**src/sv/assert_macros.svh**
```systemverilog
// assertion macros used by the rtl top level
`ifndef ASSERT_MACROS_SVH
`define ASSERT_MACROS_SVH

// condition holds at every clock edge outside reset
`define ASSERT_ALWAYS(label, ck, rn, cond) \
    label: assert property (@(posedge ck) disable iff (!rn) (cond)) \
        else $error("assertion failed");

// same-cycle implication
`define ASSERT_IMPLIES(label, ck, rn, ante, cons) \
    label: assert property (@(posedge ck) disable iff (!rn) (ante) |-> (cons)) \
        else $error("assertion failed");

// next-cycle implication
`define ASSERT_NEXT(label, ck, rn, ante, cons) \
    label: assert property (@(posedge ck) disable iff (!rn) (ante) |=> (cons)) \
        else $error("assertion failed");

`endif

```
**src/sv/ssqe_pkg.sv**
```systemverilog
// types, constants and codes of the sorted set query engine
package ssqe_pkg;

    localparam int CAPACITY    = 256;
    localparam int OP_W        = 3;
    localparam int VAL_W       = 32;
    localparam int STAT_W      = 3;
    localparam int CNT_W       = $clog2(CAPACITY + 1);
    localparam int TREE_LEAVES = (CAPACITY < 2) ? 2 : (1 << $clog2(CAPACITY));
    localparam int TREE_DEPTH  = $clog2(TREE_LEAVES);
    localparam int NODE_CNT    = TREE_LEAVES - 1;
    localparam int WAIT_W      = $clog2(TREE_DEPTH + 1);

    typedef enum logic [OP_W-1:0] {
        OP_INSERT = 3'd0,
        OP_ERASE  = 3'd1,
        OP_MIN    = 3'd2,
        OP_MAX    = 3'd3,
        OP_GT     = 3'd4,
        OP_GE     = 3'd5,
        OP_LT     = 3'd6,
        OP_LE     = 3'd7
    } opcode_t;

    typedef enum logic [STAT_W-1:0] {
        STAT_DONE  = 3'd0,
        STAT_FOUND = 3'd1,
        STAT_EMPTY = 3'd2,
        STAT_NONE  = 3'd3,
        STAT_FULL  = 3'd4
    } status_t;

    typedef enum logic {
        S_IDLE,
        S_SEARCH
    } state_t;

    // what a cell shows its neighbors
    typedef struct packed {
        logic                    lt;
        logic                    le;
        logic signed [VAL_W-1:0] value;
    } cell_link_t;

    // broadcast from the controller to every cell
    typedef struct packed {
        opcode_t                 op;
        logic signed [VAL_W-1:0] value;
        logic                    ins;
        logic                    del;
    } cell_ctl_t;

    // latched command
    typedef struct packed {
        opcode_t                 op;
        logic signed [VAL_W-1:0] value;
    } cmd_t;

endpackage

```
**src/sv/ssqe_cell.sv**
```systemverilog
// one slot of the sorted row: holds an element, compares, shifts with its neighbors
module ssqe_cell import ssqe_pkg::*;
(
    input  logic       clk,
    input  cell_ctl_t  ctl,
    input  logic       occ,
    input  logic       occ_prev,
    input  logic       occ_next,
    input  cell_link_t prev,
    input  cell_link_t next,
    output cell_link_t link,
    output logic       hit
);

    logic signed [VAL_W-1:0] val_reg;
    logic signed [VAL_W-1:0] val_next;
    logic                    lt;
    logic                    le;

    // compare against the broadcast operand, empty slots never count as below
    assign lt = occ && (val_reg < ctl.value);
    assign le = occ && (val_reg <= ctl.value);

    assign link.lt    = lt;
    assign link.le    = le;
    assign link.value = val_reg;

    // local match for the current opcode, at most one cell in the row matches
    always_comb
    begin
        hit = 1'b0;
        unique case (ctl.op) inside
            OP_INSERT, OP_ERASE: hit = occ && (val_reg == ctl.value);
            OP_MIN:              hit = occ && !occ_prev;
            OP_MAX:              hit = occ && !occ_next;
            OP_GT:               hit = occ && !le && prev.le;
            OP_GE:               hit = occ && !lt && prev.lt;
            OP_LT:               hit = lt && !next.lt;
            OP_LE:               hit = le && !next.le;
        endcase
    end

    // shift right to open a gap on insert, shift left to close it on erase
    always_comb
    begin
        val_next = val_reg;
        if (ctl.ins && !lt)
        begin
            val_next = prev.lt ? ctl.value : prev.value;
        end
        else if (ctl.del && !lt)
        begin
            val_next = next.value;
        end
    end

    always_ff @(posedge clk)
    begin
        val_reg <= val_next;
    end

endmodule

```
**config.mk**
```make
export PLATFORM = sky130hd
export DESIGN_NAME = ssqe_cell
export DESIGN_NICKNAME = d
export VERILOG_FILES = /design/src/sv/assert_macros.svh /design/src/sv/ssqe_pkg.sv /design/src/sv/ssqe_cell.sv
export SDC_FILE = /design/constraint.sdc
export NUM_CORES = 1
export LEC_CHECK = 0
export ABC_CLOCK_PERIOD_IN_PS = 4700
export BUFFER_PORTS_ARGS = -buffer_cell sky130_fd_sc_hd__buf_2
export CAP_MARGIN = 15
export CORE_MARGIN = 1.5
export CORE_UTILIZATION = 35
export CTS_CLUSTER_SIZE = 24
export DETAILED_ROUTE_END_ITERATION = 6
export PLACE_DENSITY = 0.77
export SLEW_MARGIN = 40
export SYNTH_ARGS = -nofsm -noshare
export SYNTH_HDL_FRONTEND = slang
export SYNTH_SLANG_ARGS = --single-unit
```
**constraint.sdc**
```tcl
create_clock -name clk -period 4.7 [get_ports clk]
set_input_delay 1.41 -clock clk [delete_from_list [all_inputs] [get_ports clk]]
set_output_delay 1.41 -clock clk [all_outputs]
set_load 0.02 [all_outputs]
```
## Word level (Yosys, flattened, before mapping)

Index checks and enable logic that the tools add are counted.

- Output and inout port bits: 35
- Word-level logic and storage cells: 37
- Register bits: 32

- Equality and inequality tests: 8
- Multiplexer cells: 4
- Reduce and logical (&&, ||, !) cells: 22
- Order comparisons: 2

Operator list:

| kind | number |
|---|---|
| $mux W32 | 3 |
| $eq A32 B32 Y1 | 1 |
| $le A32 B32 Y1 | 1 |
| $lt A32 B32 Y1 | 1 |
| $logic_and A1 B1 Y1 | 13 |
| $eq A3 B3 Y1 const B | 4 |
| $pmux W1 S7 | 1 |
| $eq A3 B2 Y1 const B | 2 |
| $logic_not A1 Y1 | 6 |
| $eq A3 B1 Y1 const B | 1 |
| $logic_not A3 Y1 | 1 |
| $reduce_bool A2 Y1 | 1 |
| $reduce_or A2 Y1 | 1 |

## Longest topological paths before layout

Gate-level depths: netlist (run 1).

- Depth in word-level cells: 6
- Depth in mapped cells: 9
- Depth with buffers taken out: 8

## Least setup slack after synthesis (run 1)

OpenSTA, ideal clock, no wires.

- Path type: input to register
- Start: in ctl[17] (netlist name)
- End: reg val_reg[0], enable pin
- Required time: 4.268 ns
- Slack: -0.313 ns
- Arrival time: 4.581 ns
- Stages on the path: 8
- Cells stage by stage: inv_1 ha_1 nand4_2 or4_4 a21o_2 a31oi_4 a311oi_1 a21oi_1

- Word-level cells in the longest chain between the ends: 5

Ends and longest elaborated chain:

| element | RTL line | RTL |
|---|---|---|
| from (decl) | ssqe_cell.sv:5 | `input cell_ctl_t ctl,` |
| $lt A32 B32 Y1 * | ssqe_cell.sv:21 | `assign lt = occ && (val_reg < ctl.value);` |
| $logic_and A1 B1 Y1 * | ssqe_cell.sv:21 |  |
| $logic_not A1 Y1 * | ssqe_cell.sv:47, ssqe_cell.sv:51 |  |
| $logic_and A1 B1 Y1, on equally long branches | ssqe_cell.sv:47, ssqe_cell.sv:51 |  |
| $reduce_bool A2 Y1 (no source line) * | -- |  |
| to (signal assigned) | ssqe_cell.sv:59 | `val_reg <= val_next;` |
| to (decl) | ssqe_cell.sv:15 | `logic signed [VAL_W-1:0] val_reg;` |

Every way passes the cells marked *; elsewhere a longest branch is shown, timed or not.
A chain may end at the register's enable or synchronous reset.

## Worst setup path after layout (run 1)

- Start: in ctl[11] (netlist name)
- End: out hit

- Word-level cells in the longest chain between the ends: 6

Ends and longest elaborated chain:

| element | RTL line | RTL |
|---|---|---|
| $lt A32 B32 Y1 or $le A32 B32 Y1 (tied branches) | ssqe_cell.sv:21, ssqe_cell.sv:22 |  |
| $logic_and A1 B1 Y1, on equally long branches | ssqe_cell.sv:21, ssqe_cell.sv:22 |  |
| $logic_not A1 Y1, on equally long branches | ssqe_cell.sv:37, ssqe_cell.sv:36 |  |
| $logic_and A1 B1 Y1, on equally long branches (2 in a row) | ssqe_cell.sv:37, ssqe_cell.sv:36 |  |
| $pmux W1 S7 * | ssqe_cell.sv:32 | `unique case (ctl.op) inside` |
| to (decl) | ssqe_cell.sv:12 | `output logic hit` |

Marked as above.

==> impl_metrics.json, run 1 <==
{
  "ir_worst_vdd_mv": 0.1240,
  "async_flop_share": 0,
  "worst_pin_slew_ns": 0.4626,
  "gr-usage-met2": 0.3243,
  "ys_top_cells_by_count": "inv_1, mux2_2, edfxtp_1, ha_1, mux2_4",
  "first_pass_iters": 4,
  "drv_slew": 0,
  "finalSetupViolCount": 3,
  "finalHoldViolCount": 0,
  "rows": 32,
  "vias": 2519,
  "ys_types": 33,
  "drt_iter0_drc": 40,
  "layout.nets": 553,
  "dieArea_um2": 8735,
  "max-slew-margin-rel": 0.6916,
  "synth-adder-area-share": 0.1398,
  "hold_ws_ns": 1.363,
  "clock_latency_ns": 0.28,
  "hpwl_mm": 6.054,
  "met3_usage": 0.03333,
  "ant_nets": 0,
  "worstPathMaxFanout": 3,
  "yosys-mux-area-fraction": 0.3014,
  "grt.busiest_layer": "met2",
  "grt_pass1_wl_mm": 11.98,
  "synth_top_cells_by_area": "edfxtp_1, mux2_4, ha_1, mux2_2, inv_1",
  "fin_crit_ns": 4.790,
  "fmax_mhz": 208.8,
  "p_per_area_nw_per_um2": 285.8,
  "grt_use_met1": 0.2067,
  "start_util": 0.3668,
  "cts_root_buffer": "clkbuf_8",
  "track_usage": 0.1758,
  "synthToLayoutAreaGrowth_pct": 52.16,
  "synth_cells": 247,
  "grt_pass1_vias": 2607,
  "hp-class": "register to register",
  "ios": 144,
  "die-width_um": 93.46,
  "fin_ws_ns": -0.09023,
  "worst-setup-path-type": "input port to primary output",
  "synth_area_leader_cell": "edfxtp_1",
  "yosysMostFrequentCell": "inv_1",
  "drive_gt1_frac": 0.7022,
  "avgViaCountPerCell": 4.891,
  "grt_max_degree": 33,
  "ys.warnings.count": 0,
  "cts_buffers": 5,
  "synth_fp_nets": 388,
  "cap_violations": 0,
  "cts.sinks": 32,
  "io_buffer_count": 143,
  "yosysSeqAreaShare": 0.3355,
  "rsz0062_at_grt": "yes",
  "finalPower_mw": 1.245,
  "antenna_found_initial": 0,
  "yosys_most_used_dff": "edfxtp_1",
  "synth_top_family_by_area": "multiplexers",
  "min_period_over_period": 1.019,
  "cts_buffer_depth": 2,
  "core_um2": 7807,
  "synth.top_cell.area_share": 0.3355,
  "worstPathArrival_ns": 3.38,
  "diodes": 0,
  "reg2reg_slack_ns": 1.62,
  "violations": "negative setup slack",
  "fin_skew_ns": 0.004237,
  "holdBufCountCts": 0,
  "clk_pin_slew_worst_paths_ns": 0.07,
  "critPathRequiredTime_ns": 3.29,
  "wl_per_cell_um": 15.10,
  "grt-ovfl-total": 0,
  "final_cells": 515,
  "power_leakage_nw": 2.058,
  "largest_register_ffs": 32,
  "synth_compound_gate_area_share": 0.08301,
  "dp_cells": 501,
  "fin_tns_setup_ns": -0.1936,
  "h-tree-depth": 2,
  "routed_wl_mm": 7.775,
  "place_ws_ns": -0.2257,
  "cts_tree": "done",
  "end_kind": "primary output",
  "synth_xor_area_frac": 0,
  "dieHeight_um": 93.46,
  "ys_ff_latch": 32,
  "synthSimpleGateAreaFrac": 0.07208,
  "syn-cell-area_um2": 2864,
  "synth_edf_count": 32,
  "syn_area_per_cell_um2": 11.60,
  "routabilityCongestion": 0.7949,
  "startpoint_type": "input port",
  "drc": 0,
  "outcome": "finished, violations left"
}
[repair_timing]
item / CTS / global route
setup buffers: 4 / 2
pin swaps: 24 / 17
gates resized for setup: 47 / 24
endpoints found under the setup margin: 3 / 3
[per-layer routing]
| layer | up-vias | wire [µm] |
|---|---|---|
| met2 | 85 | 4010 |
| met4 | 0 | 84 |
| met1 | 1190 | 3245 |
| met5 | - | 0 |
| li1 | 1237 | - |
| met3 | 7 | 435 |
[layout by cell type (no fill, tap or decap), types with 3 or more instances in the layout]
cell	n
inv_2	11
a21oi_1	15
clkbuf_8	5
inv_4	4
nand2_1	14
inv_1	20
nor2_1	3
buf_6	10
mux2_4	30
ha_1	13
nand4_1	7
buf_4	24
o21ai_0	5
ha_4	19
buf_2	128
buf_8	4
edfxtp_1	32
mux2_2	34
[path summary, 6_finish.rpt]
check / startpoint / to / cells after the start
max reg2reg: val_reg[11] / val_reg[25] / 9
min: val_reg[31] / val_reg[30] / 5
min reg2reg: val_reg[31] / val_reg[30] / 5
max: ctl[11] / hit / 10
[per-stage QoR]
stage | cell area [µm²] | util
floorplan | 2883 | -
global placement | 3817 | 0.4889
detailed placement | 3817 | 0.4889
CTS | 4209 | 0.5391
global route | 4358 | 0.5582
finish | 4358 | 0.5582
[final cells by class]
type                            count  area, µm²
Clock buffer                        5      68.82
Clock inverter                      3      13.76
Fill cell                         691       3450
Inverter                           35      141.4
Multi-Input combinational cell    171       2032
Sequential cell                    32      960.9
Tap cell                          102      127.6
Timing Repair Buffer              167       1013
[power breakdown]
part / internal, mW / switching, mW / leakage [nW] / total (mW)
logic: 0.312 / 0.297 / 1.70 / 0.610
registers: 0.389 / 0.0427 / 0.315 / 0.431
clock network: 0.101 / 0.104 / 0.0453 / 0.205
[kinds of logic after synthesis]
kind of cell,after synthesis
AOI/OAI and AO/OA,35
buffers and inverters,44
and+or+nand+nor,37
DFF,32
adders and majority gates,32
muxes,67
[critical path, stage by stage]
cell and delay (ns):
buf_8 0.08, inv_4 0.03, ha_4 0.25, nand4_1 0.14
or4_4 0.62, nor3_4 0.23, and4b_1 0.24, o31ai_2 0.08
mux2i_2 0.15, buf_4 0.16
No activity file was read; power rests on OpenSTA's default activity.
==> run 2, diff against run 1 <==
==> constraint.sdc (replaced) <==
create_clock -name clk -period 4.7 [get_ports clk]
set_input_delay 1.41 -clock clk [delete_from_list [all_inputs] [get_ports clk]]
set_output_delay 1.41 -clock clk [all_outputs]
set_load 0.1 [all_outputs]
==> impl_metrics.json, run 2 (synthesis gave the netlist of run 1 again) <==
{
  "worst-setup-path-type": "input port to primary output",
  "finalHoldViolCount": 0,
  "h-tree-depth": 2,
  "wl_per_cell_um": 15.23,
  "largest_register_ffs": 32,
  "hold_depth": 2,
  "critPathRequiredTime_ns": 3.29,
  "io_buffer_count": 143,
  "r2r_cells": 9,
  "dr_wl_met2_mm": 4.223,
  "synthToLayoutAreaGrowth_pct": 56.09,
  "hpwl_mm": 5.840,
  "rsz0062_at_grt": "yes",
  "highest-signal-layer": "met4",
  "violations": "negative setup slack",
  "cts.sinks": 32,
  "power_leakage_nw": 2.065,
  "reg2reg_slack_ns": 1.72,
  "finalPower_mw": 1.599,
  "routabilityCongestion": 0.7274,
  "die-width_um": 93.46,
  "cts_buffers": 5,
  "cts_root_buffer": "clkbuf_8",
  "worstPathCellList": "buf_4 > inv_2 > ha_4 > nand4_1 > buf_4 > nor3_4 > a22oi_2 > buf_4 > a311oi_4 > mux2i_4 > buf_12",
  "core_um2": 7807,
  "fmax_mhz": 203.8,
  "clk_pin_slew_worst_paths_ns": 0.07,
  "slowest_stage": "a311oi_4",
  "drt_iter0_drc": 46,
  "placed_area_um2": 3865,
  "rr_endpoint": "val_reg[6]",
  "crit_buf_inv": 5,
  "dieHeight_um": 93.46,
  "cap_violations": 0,
  "drv_slew": 0,
  "layout_commonest_cell": "buf_2",
  "grt_pass1_wl_mm": 11.52,
  "max-slew-margin-rel": 0.6694,
  "dieArea_um2": 8735,
  "crit_top_cell": "buf_4",
  "layout.nets": 550,
  "fin_ws_ns": -0.2068,
  "grt_max_degree": 33,
  "r2r_start": "val_reg[10]",
  "hp-class": "input port to register",
  "startpoint_type": "input port",
  "finalSetupViolCount": 3,
  "ant_nets": 0,
  "grt_pass1_vias": 2487,
  "final_design_area_no_fill_um2": 4471,
  "ios": 144,
  "grt-ovfl-total": 0,
  "worstPathArrival_ns": 3.50,
  "wl_met1_mm": 3.052,
  "fillCellCount": 661,
  "p_per_area_nw_per_um2": 357.6,
  "avgViaCountPerCell": 4.908,
  "end_kind": "primary output",
  "critPathTopFamily": "buffers and inverters",
  "worst_pin_slew_ns": 0.4993,
  "fin_skew_ns": 0.006533,
  "routed_wl_mm": 7.781,
  "cp.depth": 11,
  "antenna_found_initial": 0,
  "ir_worst_vdd_mv": 0.2759,
  "min_period_over_period": 1.044,
  "drc": 0,
  "wl_met3_um": 414,
  "min_from": "next[8]",
  "rows": 32,
  "track_usage": 0.1698,
  "first_pass_iters": 4,
  "fin_crit_ns": 4.907,
  "start_util": 0.3668,
  "final_util": 0.5726,
  "drive_gt1_frac": 0.7286,
  "cp_slowest_stage_delay_ns": 0.39,
  "outcome": "finished, violations left",
  "diodes": 0,
  "hold_end": "val_reg[8]",
  "cts_tree": "done",
  "layout_common_cells": "buf_2, mux2_2, edfxtp_1, mux2_4",
  "worstPathMaxFanout": 4,
  "vias": 2508,
  "cts_buffer_depth": 2,
  "clock_latency_ns": 0.28
}
==> run 2: cell types whose count changed in the layout (fill, tap and decap cells not counted), moves of 2 or more <==
cell	delta
a21oi_2	+2
inv_1	-7
buf_6	+5
buf_2	-7
inv_2	+7
ha_4	+2
ha_1	-2
a21oi_1	-2
buf_12	+2
buf_4	-3
==> run 2: cell type report <==
type	instances	area (µm²)	area share
clock inverter	1	5.005	0.001120
timing repair buffer	164	1052	0.2354
multi-input combinational	171	2111	0.4722
clock buffer	6	72.57	0.01623
inverter	35	141.4	0.03163
sequential	32	960.9	0.2149
tap	102	127.6	0.02855
==> run 2: worst max path at each step <==
stage          startpoint  end  slack, ns
6_report          ctl[33]  hit      -0.21
5_1_grt           ctl[33]  hit      -0.31
4_1_cts           ctl[19]  hit      -0.19
3_5_place_dp      ctl[32]  hit      -0.33
3_3_place_gp      ctl[13]  hit      -0.27
2_1_floorplan     ctl[32]  hit      -0.32
==> run 2: where the power goes <==
part           internal, mW  switching, mW
combinational         0.324          0.639
sequential            0.389         0.0456
clock                 0.101         0.0996
==> run 2: routing by layer <==
| metal | vias up | track usage |
|---|---|---|
| met5 | - | 0 |
| met4 | 0 | 0.04672 |
| met3 | 10 | 0.03415 |
| met2 | 86 | 0.3219 |
| met1 | 1184 | 0.1895 |
| li1 | 1228 | - |
==> run 2: through the flow <==
step	cells	hold WS, ns	setup WS (ns)	setup TNS, ns
6_report	511	1.426	-0.2068	-0.4049
5_1_grt	511	1.410	-0.3139	-0.7080
4_1_cts	506	1.416	-0.1860	-0.4530
3_5_place_dp	498	1.506	-0.3341	-0.8059
3_3_place_gp	498	1.499	-0.2699	-0.6913
2_1_floorplan	247	1.627	-0.3240	-8.925
==> run 2: timing repair <==
| action | CTS | global route |
|---|---|---|
| gates resized for setup | 45 | 42 |
| cloned | 0 | 0 |
| setup endpoints to repair | 3 | 3 |
| hold buffers | 0 | 0 |
| pin swaps | 27 | 26 |
| buffers inserted | 1 | 5 |
